## config.mk

```make
export PLATFORM = sky130hd
export DESIGN_NAME = io_congestion_window_controller_unit
export DESIGN_NICKNAME = d
export VERILOG_FILES = /design/src/rtl/iocwc_pkg.sv /design/src/rtl/iocwc_div.sv /design/src/rtl/io_congestion_window_controller_unit.sv
export SDC_FILE = /design/constraint.sdc
export NUM_CORES = 1
export LEC_CHECK = 0
export BUFFER_PORTS_ARGS = -buffer_cell sky130_fd_sc_hd__buf_4
export CAP_MARGIN = 20
export CORE_ASPECT_RATIO = 1.25
export CORE_UTILIZATION = 35
export CTS_CLUSTER_DIAMETER = 40
export CTS_CLUSTER_SIZE = 24
export DETAILED_ROUTE_END_ITERATION = 16
export HOLD_SLACK_MARGIN = 0.15
export PLACE_DENSITY = 0.52
export SYNTH_ARGS = -nofsm -noshare
export SYNTH_HDL_FRONTEND = slang
export SYNTH_SLANG_ARGS = --single-unit
export TNS_END_PERCENT = 5
```

## constraint.sdc

```tcl
create_clock -name clk -period 13.8 [get_ports clk]
set_input_delay 3.45 -clock clk [delete_from_list [all_inputs] [get_ports clk]]
set_output_delay 3.45 -clock clk [all_outputs]
set_load 0.005 [all_outputs]
```

## src/rtl/iocwc_pkg.sv

```systemverilog
// Package: payload types, register indexes, status codes and sizing constants.
`default_nettype none
package iocwc_pkg;

  localparam int MAX_INFLIGHT_PROBES = 64;
  localparam int WINDOW_BITS         = 20;

  // failed_probes * 100 fits in 13 bits (63 * 100 = 6300)
  localparam int PCT_SCALE = 100;
  localparam int PCT_W     = 13;
  localparam int DIVR_W    = 6;
  localparam int DIV_STEPS = PCT_W;
  localparam int DIV_CNT_W = $clog2(DIV_STEPS);

  localparam int PADDR_W = 5;

  // status codes
  localparam logic [1:0] ST_OK    = 2'd0;
  localparam logic [1:0] ST_OVER  = 2'd1;
  localparam logic [1:0] ST_HEAVY = 2'd2;

  // register indexes (byte address = 4 * index)
  localparam logic [2:0] REG_SEGMENT_SIZE   = 3'd0;
  localparam logic [2:0] REG_MAX_WINDOW     = 3'd1;
  localparam logic [2:0] REG_LAT_OVERLOAD   = 3'd2;
  localparam logic [2:0] REG_LAT_HEAVY      = 3'd3;
  localparam logic [2:0] REG_FAIL_EPOCH_THR = 3'd4;
  localparam logic [2:0] REG_PROBES_PER_RND = 3'd5;
  localparam logic [2:0] REG_PROBE_OVER_PCT = 3'd6;
  localparam logic [2:0] REG_PROBE_HEAVY_PCT = 3'd7;

  typedef struct packed {
    logic        latency_valid;
    logic [15:0] p99_latency_ms;
    logic [6:0]  probes_outstanding;
    logic [5:0]  failed_probes;
  } epoch_t;

  typedef struct packed {
    logic [1:0]             congestion_status;
    logic [WINDOW_BITS-1:0] window;
    logic [WINDOW_BITS-1:0] slow_start_threshold;
    logic [WINDOW_BITS-1:0] previous_window;
    logic                   congested;
  } result_t;

  typedef struct packed {
    logic              start;
    logic [PCT_W-1:0]  dividend;
    logic [DIVR_W-1:0] divisor;
  } div_req_t;

  typedef struct packed {
    logic             done;
    logic [PCT_W-1:0] quotient;
  } div_rsp_t;

endpackage
`default_nettype wire

```

## src/rtl/iocwc_div.sv

```systemverilog
// Restoring divider, one quotient bit per cycle, for the probe failure percentage.
`default_nettype none
module iocwc_div (
  input  wire                      clk,
  input  wire                      rst,
  input  wire iocwc_pkg::div_req_t req,
  output iocwc_pkg::div_rsp_t      rsp
);
  import iocwc_pkg::*;

  logic                 busy;
  logic                 done;
  logic [DIV_CNT_W-1:0] cnt;
  logic [PCT_W-1:0]     quo;
  logic [DIVR_W-1:0]    rem;
  logic [DIVR_W-1:0]    dvs;

  logic [DIVR_W:0] rem_sh;
  logic [DIVR_W:0] diff;
  logic            fits;

  assign rem_sh = {rem, quo[PCT_W-1]};
  assign diff   = rem_sh - {1'b0, dvs};
  assign fits   = rem_sh >= {1'b0, dvs};

  always_ff @(posedge clk) begin
    if (rst) begin
      busy <= 1'b0;
      done <= 1'b0;
    end else begin
      done <= 1'b0;
      if (req.start) begin
        busy <= 1'b1;
      end else if (busy && cnt == '0) begin
        busy <= 1'b0;
        done <= 1'b1;
      end
    end
  end

  always_ff @(posedge clk) begin
    if (req.start) begin
      quo <= req.dividend;
      rem <= '0;
      dvs <= req.divisor;
      cnt <= DIV_CNT_W'(DIV_STEPS - 1);
    end else if (busy) begin
      rem <= fits ? diff[DIVR_W-1:0] : rem_sh[DIVR_W-1:0];
      quo <= {quo[PCT_W-2:0], fits};
      cnt <= cnt - 1'b1;
    end
  end

  assign rsp.done     = done;
  assign rsp.quotient = quo;

endmodule
`default_nettype wire

```

## src/rtl/io_congestion_window_controller_unit.sv

```systemverilog
// Top level: I/O congestion window controller with APB registers and epoch sequencer.
`default_nettype none
// Channel | Dir | Handshake           | Beat
// epoch   | in  | epoch_valid / stall | epoch_t: latency, probe counts of one epoch
// result  | out | result_valid / stall| result_t: status, window, threshold
// apb     | in  | psel/penable/pready | 32-bit register write or read
//
// Steps: an epoch goes from accept to result beat through a load, the bit-serial
//   percentage divider, a step to combine the verdicts and the window update.
// Reset: rst is synchronous; registers return to their defaults, window = 1,
//   threshold = 1024, latency run counter cleared.
// Stalls: epoch_stall is high while an epoch is in work. A finished result waits in
//   the update step while result_stall holds the previous beat in the output register.
module io_congestion_window_controller_unit (
  input  wire                      clk,
  input  wire                      rst,
  // epoch channel
  input  wire                      epoch_valid,
  output logic                     epoch_stall,
  input  wire iocwc_pkg::epoch_t   epoch_data,
  // result channel
  output logic                     result_valid,
  input  wire                      result_stall,
  output iocwc_pkg::result_t       result_data,
  // configuration
  input  wire                      psel,
  input  wire                      penable,
  input  wire                      pwrite,
  input  wire [iocwc_pkg::PADDR_W-1:0] paddr,
  input  wire [31:0]               pwdata,
  output logic [31:0]              prdata,
  output logic                     pready
);
  import iocwc_pkg::*;

  localparam int W = WINDOW_BITS;

  localparam logic [1:0] S_IDLE = 2'd0;
  localparam logic [1:0] S_DIV  = 2'd1;
  localparam logic [1:0] S_UPD  = 2'd2;

  // ---------------------------------------------------------------- registers
  logic [19:0] segment_size;
  logic [19:0] max_window;
  logic [15:0] latency_overload_ms;
  logic [15:0] latency_heavy_ms;
  logic [15:0] failed_epoch_threshold;
  logic [5:0]  probes_per_round;
  logic [6:0]  probe_overload_pct;
  logic [6:0]  probe_heavy_pct;

  logic       cfg_wr;
  logic [2:0] cfg_idx;

  assign pready  = 1'b1;
  assign cfg_wr  = psel && penable && pwrite && pready;
  assign cfg_idx = paddr[4:2];

  always_ff @(posedge clk) begin
    if (rst) begin
      segment_size           <= 20'd1;
      max_window             <= 20'd1024;
      latency_overload_ms    <= 16'd100;
      latency_heavy_ms       <= 16'd500;
      failed_epoch_threshold <= 16'd3;
      probes_per_round       <= 6'd5;
      probe_overload_pct     <= 7'd50;
      probe_heavy_pct        <= 7'd90;
    end else if (cfg_wr) begin
      case (cfg_idx)
        REG_SEGMENT_SIZE:    segment_size           <= pwdata[19:0];
        REG_MAX_WINDOW:      max_window             <= pwdata[19:0];
        REG_LAT_OVERLOAD:    latency_overload_ms    <= pwdata[15:0];
        REG_LAT_HEAVY:       latency_heavy_ms       <= pwdata[15:0];
        REG_FAIL_EPOCH_THR:  failed_epoch_threshold <= pwdata[15:0];
        REG_PROBES_PER_RND:  probes_per_round       <= pwdata[5:0];
        REG_PROBE_OVER_PCT:  probe_overload_pct     <= pwdata[6:0];
        REG_PROBE_HEAVY_PCT: probe_heavy_pct        <= pwdata[6:0];
        default: ;
      endcase
    end
  end

  always_comb begin
    case (cfg_idx)
      REG_SEGMENT_SIZE:    prdata = {12'd0, segment_size};
      REG_MAX_WINDOW:      prdata = {12'd0, max_window};
      REG_LAT_OVERLOAD:    prdata = {16'd0, latency_overload_ms};
      REG_LAT_HEAVY:       prdata = {16'd0, latency_heavy_ms};
      REG_FAIL_EPOCH_THR:  prdata = {16'd0, failed_epoch_threshold};
      REG_PROBES_PER_RND:  prdata = {26'd0, probes_per_round};
      REG_PROBE_OVER_PCT:  prdata = {25'd0, probe_overload_pct};
      REG_PROBE_HEAVY_PCT: prdata = {25'd0, probe_heavy_pct};
      default:             prdata = '0;
    endcase
  end

  // ---------------------------------------------------------------- sequencer
  logic [1:0]  state;
  logic        accept;
  epoch_t      ep;
  logic [1:0]  status;
  logic [W-1:0]  cur_window;
  logic [W-1:0]  ss_threshold;
  logic [15:0] failed_epoch_count;

  div_req_t div_req;
  div_rsp_t div_rsp;

  assign epoch_stall = (state != S_IDLE);
  assign accept      = epoch_valid && !epoch_stall;

  // failure percentage: failed * 100 / max(probes_per_round, 1)
  assign div_req.start    = accept;
  assign div_req.dividend = PCT_W'(epoch_data.failed_probes) * PCT_W'(PCT_SCALE);
  assign div_req.divisor  = (probes_per_round == '0) ? DIVR_W'(1) : probes_per_round;

  iocwc_div u_div (
    .clk (clk),
    .rst (rst),
    .req (div_req),
    .rsp (div_rsp)
  );

  // latency observer
  logic [1:0]  lat_now;
  logic [15:0] fec_next;
  logic [1:0]  lat_st;

  always_comb begin
    lat_now = ST_OK;
    if (ep.latency_valid) begin
      if (ep.p99_latency_ms > latency_heavy_ms)         lat_now = ST_HEAVY;
      else if (ep.p99_latency_ms > latency_overload_ms) lat_now = ST_OVER;
    end
    if (lat_now == ST_OK)                fec_next = '0;
    else if (failed_epoch_count != 16'hFFFF) fec_next = failed_epoch_count + 16'd1;
    else                                 fec_next = failed_epoch_count;
    lat_st = (fec_next >= failed_epoch_threshold) ? lat_now : ST_OK;
  end

  // probe observer
  logic [1:0] prb_st;
  logic [1:0] comb_st;

  always_comb begin
    if (ep.probes_outstanding < {1'b0, probes_per_round})
      prb_st = ST_OK;
    else if (32'(ep.probes_outstanding) > 32'(MAX_INFLIGHT_PROBES / 2))
      prb_st = ST_HEAVY;
    else if (div_rsp.quotient > PCT_W'(probe_heavy_pct))
      prb_st = ST_HEAVY;
    else if (div_rsp.quotient > PCT_W'(probe_overload_pct))
      prb_st = ST_OVER;
    else
      prb_st = ST_OK;
    comb_st = (lat_st > prb_st) ? lat_st : prb_st;
  end

  // window update, Reno style
  logic [W:0]   w_raw;
  logic [W:0]   w_dbl;
  logic [W:0]   w_clamp;
  logic [W-1:0] w_new;
  logic [W-1:0] ss_new;

  always_comb begin
    w_dbl  = {cur_window, 1'b0};
    ss_new = ss_threshold;
    case (status)
      ST_OK: begin
        if (cur_window >= ss_threshold)
          w_raw = {1'b0, cur_window} + {1'b0, segment_size};
        else
          w_raw = (w_dbl > {1'b0, ss_threshold}) ? {1'b0, ss_threshold} : w_dbl;
      end
      ST_OVER: begin
        ss_new = cur_window >> 1;
        w_raw  = {1'b0, ss_new};
      end
      default: begin
        ss_new = cur_window >> 1;
        w_raw  = {1'b0, segment_size};
      end
    endcase
    w_clamp = (w_raw > {1'b0, max_window}) ? {1'b0, max_window} : w_raw;
    w_new   = (w_clamp == '0) ? W'(1) : w_clamp[W-1:0];
  end

  logic out_free;
  assign out_free = !(result_valid && result_stall);

  always_ff @(posedge clk) begin
    if (rst) begin
      state              <= S_IDLE;
      result_valid       <= 1'b0;
      cur_window         <= W'(1);
      ss_threshold       <= W'(1024);
      failed_epoch_count <= '0;
    end else begin
      // a new beat replaces the one taken at this edge
      if (state == S_UPD && out_free) result_valid <= 1'b1;
      else if (!result_stall)         result_valid <= 1'b0;
      case (state)
        S_IDLE: begin
          if (accept) state <= S_DIV;
        end
        S_DIV: begin
          if (div_rsp.done) begin
            failed_epoch_count <= fec_next;
            state              <= S_UPD;
          end
        end
        S_UPD: begin
          // wait here while the previous beat is still held
          if (out_free) begin
            cur_window   <= w_new;
            ss_threshold <= ss_new;
            state        <= S_IDLE;
          end
        end
        default: state <= S_IDLE;
      endcase
    end
  end

  // payload registers
  always_ff @(posedge clk) begin
    if (accept) ep <= epoch_data;
    if (state == S_DIV && div_rsp.done) status <= comb_st;
    if (state == S_UPD && out_free) begin
      result_data.congestion_status    <= status;
      result_data.window               <= w_new;
      result_data.slow_start_threshold <= ss_new;
      result_data.previous_window      <= (status != ST_OK) ? cur_window : '0;
      result_data.congested            <= (status != ST_OK);
    end
  end

  // ---------------------------------------------------------------- checks
  a_accept_starts_div: assert property (@(posedge clk) disable iff (rst)
    accept |=> state == S_DIV)
    else $error("accepted epoch did not start the divider");

  a_done_in_div: assert property (@(posedge clk) disable iff (rst)
    div_rsp.done |-> state == S_DIV)
    else $error("divider finished outside the divide step");

  a_window_nonzero: assert property (@(posedge clk) disable iff (rst)
    result_valid |-> result_data.window != '0)
    else $error("result window is zero");

  a_congested_flag: assert property (@(posedge clk) disable iff (rst)
    result_valid |-> result_data.congested == (result_data.congestion_status != ST_OK))
    else $error("congested flag disagrees with status");

endmodule
`default_nettype wire
```

* Word-level counts from Yosys, hierarchy flattened
Index checks and enable logic that the tools add are counted.
** Word-level totals
- Bits in registers :: 287
- Input bits :: 74
- Output and inout port bits :: 98
- Word-level logic and storage cells :: 124
** Cells by class
- $add $sub $neg :: 4
- Multipliers :: 1
- Order comparisons :: 12
- Eq/ne operators :: 15
- Muxes and demuxes :: 30
- Bitwise operators :: 1
- Reductions and logical operators :: 32
** Operator list (number)
- one-hot mux 32 bit (8 select lines) :: 1
- 2-to-1 mux 21 bit :: 3
- > comparator 21 x 20 -> 1 bit :: 2
- one-hot mux 21 bit (2 select lines) :: 1
- 2-to-1 mux 20 bit :: 2
- > comparator 16 bit :: 2
- 2-to-1 mux 16 bit :: 2
- > comparator 13 x 7 -> 1 bit :: 2
- 2-to-1 mux 13 bit :: 2
- adder 20 x 20 -> 21 bit :: 1
- logical NOT 21 bit :: 1
- greater-or-equal comparator 20 bit :: 1
- 2-to-1 mux 2 bit :: 10
- AND reduction 2 bit :: 10
- adder 16 x 1 -> 16 bit, second input constant :: 1
- greater-or-equal comparator 16 bit :: 1
- inequality test 16 bit, second input constant :: 1
- equality test 3 bit, second input constant :: 4
- multiplier 6 x 5 -> 11 bit, second input constant :: 1
- nonzero test 2 bit :: 4
- greater-or-equal comparator 7 x 6 -> 1 bit :: 1
- > comparator 7 x 6 -> 1 bit, second input constant :: 1
- logical AND 1 bit :: 7
- less-than comparator 7 x 6 -> 1 bit :: 1
- other kinds (20) :: 33

* Longest topological paths before layout
- Word-level depth :: 10
- Depth in mapped cells :: 29
- Gate-level depth less buffers :: 28

* Cells and area by module
From an unflattened synthesis, not the netlist that was laid out.
** Second synthesis, totals
- Cell total of the unflattened synthesis :: 1947
- Area total of the unflattened synthesis :: 17630.7 sq um
** By module, submodules not included
- io_congestion_window_controller_unit :: times used 1, cells an instance 1815, area each 16092.9 sq um, sequential area each 6015.8 sq um
- iocwc_div :: times used 1, cells an instance 132, area each 1537.7 sq um, sequential area each 810.8 sq um

* Worst setup path before layout
Ideal clock, no wire load.
- Path kind :: input port to output port
- Start point :: input port paddr[4] (netlist bit)
- End point :: output port prdata[0]
- Arrival :: 4.913 ns
- Data required time :: 10.350 ns
- Slack :: 5.437 ns
- Cell stages on the path :: 6
- Path buffers :: 3
- Cells stage by stage :: clkbuf_1 buf_1 buf_1 mux2i_1 o22ai_1 o32a_1
** On the way
- Word-level cells in the longest chain between the ends :: 2
- Elaborated cells between the ends (all ways) :: 9
- Those cells by class :: eq/ne: 7; mux: 1; reduce/logical: 1
** Ends and longest elaborated chain
- start, declared :: line io_congestion_window_controller_unit.sv:29 : input wire [iocwc_pkg::PADDR_W-1:0] paddr,
- equality test 3 bit, or another cell as far along :: line io_congestion_window_controller_unit.sv:85 : case (cfg_idx)
- one-hot mux 32 bit (8 select lines) * :: line io_congestion_window_controller_unit.sv:85
- end, declared :: line io_congestion_window_controller_unit.sv:31 : output logic [31:0] prdata,
Every way passes the cells marked *; elsewhere a longest branch is shown, timed or not. The select of a mux whose other input is x is not followed.

* Final worst setup path
- Start point :: input port paddr[4] (netlist bit)
- End point :: output port prdata[1]
Same word-level chain as after synthesis.

==> impl_metrics.yaml <==
run_status:
  status: "complete, but fails checks"
  violations: "design-rule violations"
global_route:
  grt_pass1_wl_um: 85860
  grt_max_degree: 88
  grt_use_total_pct: 21.57
  antenna_found_initial: 0
  grt.overflow.total: 0
  grt_pass1_vias: 14910
timing:
  clock-skew-final_ns: 0.02094
  slew_headroom_pct: 35.24
  rsz0062_at_grt: "no"
  hold_violations: 0
  slew_viol_final: 0
  min_period_over_period_pct: 67.10
  min_period_ns: 9.260
  max_freq_ghz: 0.1080
  finalSetupTns_ns: 0
  setup_viol: 0
  worst_pin_slew_ns: 0.9715
cts:
  clock-root-buffer: "clkbuf_16"
  clock_latency_ns: 0.57
  clockBufferDepth: 3
  cts_buffers: 43
  cts_hold_buf: 0
  htree_levels: 2
  ctsResizeCount: 0
  cts.clk_slew.worst_paths_ns: 0.05
  post_cts_buffers: 0
  clkSinkCount: 287
  cts_tree: "built"
floorplanning:
  dieArea_um2: 51820
  die_w_um: 203.8
  initial_core_util_pct: 35.42
  core_um2: 50300
  ios: 172
  die_h_um: 254.3
  rows: 92
worst_setup_path:
  end_kind: "output port"
  critPathLaunchType: "input port"
  crit_fanout: 38
  arrival_ns: 5.81
  critPathKind: "input port to output port"
  cp.required_ns: 10.35
route:
  ant_nets: 0
  drc: 2
  dr.pass1.iters: 11
  first_iter_violations: 921
  wl_um: 55790
  vias_per_cell: 5.317
  vias: 15310
  avgRoutedWirePerCell_um: 19.38
cells_and_area:
  finalInstanceArea_um2: 20930
  final_net_count: 2443
  ff_latch_area_um2: 6807
  drive_above_1_share_pct: 12.56
  fill_cells: 4975
  multi_input_area_um2: 9973
  diodes: 0
  instances_no_fill: 2879
  syn2layout_area_growth_pct: 17.49
logic_synthesis:
  synthTopCellsByCount: "nand2_1, a21oi_1, dfxtp_1"
  synth-adder-area-share_pct: 12.98
  yosys_warnings: 0
  synth_compound_area_share_pct: 19.52
  synth_top_area_share_pct: 20.34
  syn_avg_cell_area_um2: 8.521
  ys.flop_type: "dfxtp_1"
  async_flop_share_pct: 0
  netlist_area_um2: 17820
  synth_area_leader_cell: "dfxtp_1"
  yosys_register_bits: 287
  yosys.cell_types.count: 88
  synth-edff-count: 106
  synthXorXnorAreaFrac_pct: 1.966
  synthSimpleGateAreaFrac_pct: 18.57
  syn_inst: 2091
  muxShareOfSynthArea_pct: 2.486
  ys_seq_area_share_pct: 38.20
  synthTopCellsByArea: "dfxtp_1, edfxtp_1, ha_1"
  synth_top_family_by_area: "compound AO/OA/AOI/OAI gates"
  synth_most_common_cell: "nand2_1"
flow_run:
  maxCapViolCount: 0
place:
  hpwl_um: 42250
  io_buffers: 144
  dpl_cell_area_um2: 19380
  dp_cells: 2797
  place_congestion: 0.9842
hold_path:
  min_path_type: "register to register"
pwr:
  p_leak_uw: 0.008645
  ir_drop_mv: 0.08978
  power_density_nw_per_um2: 106.3
==> logic make-up (layout without fill, tap and decap cells) <==
kind of cell / after synthesis / count (layout)
and+or+nand+nor: 723 / 723
AOI/OAI and AO/OA: 544 / 544
DFF: 287 / 287
xor gates and xnor gates: 40 / 40
muxes: 37 / 37
adders and majority gates: 183 / 183
buffers and inverters: 275 / 394
other: 2 / 13
==> worst max-delay path: stages <==
cell	delay, ns
buf_4	0.42
inv_1	0.31
nor2_1	0.68
a22oi_1	0.16
nor2b_1	0.19
o22ai_1	0.10
o21ai_0	0.29
buf_4	0.17
==> cells in the final DEF (no fill, tap or decap), types with 22 or more instances in the layout <==
cell type  count
buf_4        161
ha_1         180
dfxtp_1      181
mux2i_1       27
clkbuf_16     46
a211o_1       30
xor2_1        22
nand4_1       25
o21ai_0       79
a21o_1        54
nor2_1       162
inv_1        148
edfxtp_1     106
nand3_1       47
nand2_1      320
a21oi_1      219
nor2b_1       24
a211oi_1      25
nor3_1        32
==> final timing paths <==
| path | slack, ns | startpoint | depth (start not counted) | to |
|---|---|---|---|---|
| min reg2reg | 0.45 | u_div.done | 1 | state[0] |
| max reg2reg | 7.02 | ss_threshold[8] | 21 | result_data[41] |
| min | 0.45 | u_div.done | 1 | state[0] |
| max | 4.54 | paddr[4] | 8 | prdata[1] |
==> cell type report <==
cell class	count	area share, %
multi-input cells	1540	47.64
flip-flops and latches	287	32.52
repair buffers	163	5.929
clock buffers	52	5.655
well taps	658	3.933
inverters	151	2.714
clock inverters	28	1.608
==> per-layer routing <==
metal / share of wire, % / track usage [%]
met3: 4.7 / 3.016
met5: 0 / 0
met4: 4.8 / 10.16
met1: 40 / 24.47
met2: 51 / 39.53
==> through the flow <==
step	hold slack [ns]	setup WS, ns	power, µW	util (%)
6_report	0.4498	4.540	2226	41.61
5_1_grt	0.4618	4.374	2316	41.61
4_1_cts	0.4526	4.489	2255	41.55
3_5_place_dp	0.4444	4.498	1105	38.53
3_3_place_gp	0.4423	4.506	1101	38.53
2_1_floorplan	0.4288	5.437	1047	-
==> registers in the layout (all words and copies together) (netlist names), 2 cells and up <==
name,flops
probe_overload_pct,7
segment_size,20
state,2
latency_overload_ms,16
u_div.rem,6
u_div.cnt,4
latency_heavy_ms,16
ss_threshold,20
probes_per_round,6
ep,24
result_data,63
probe_heavy_pct,7
failed_epoch_threshold,16
u_div.dvs,6
u_div.quo,13
failed_epoch_count,16
cur_window,20
max_window,20
status,2
==> power by group <==
group	total [µW]	switching [µW]	internal, µW
sequential	913	16.4	896
combinational	174	103	71.5
clock	1140	460	679
total	2230	579	1650
Note: power is estimated with default switching activity, not from simulation.
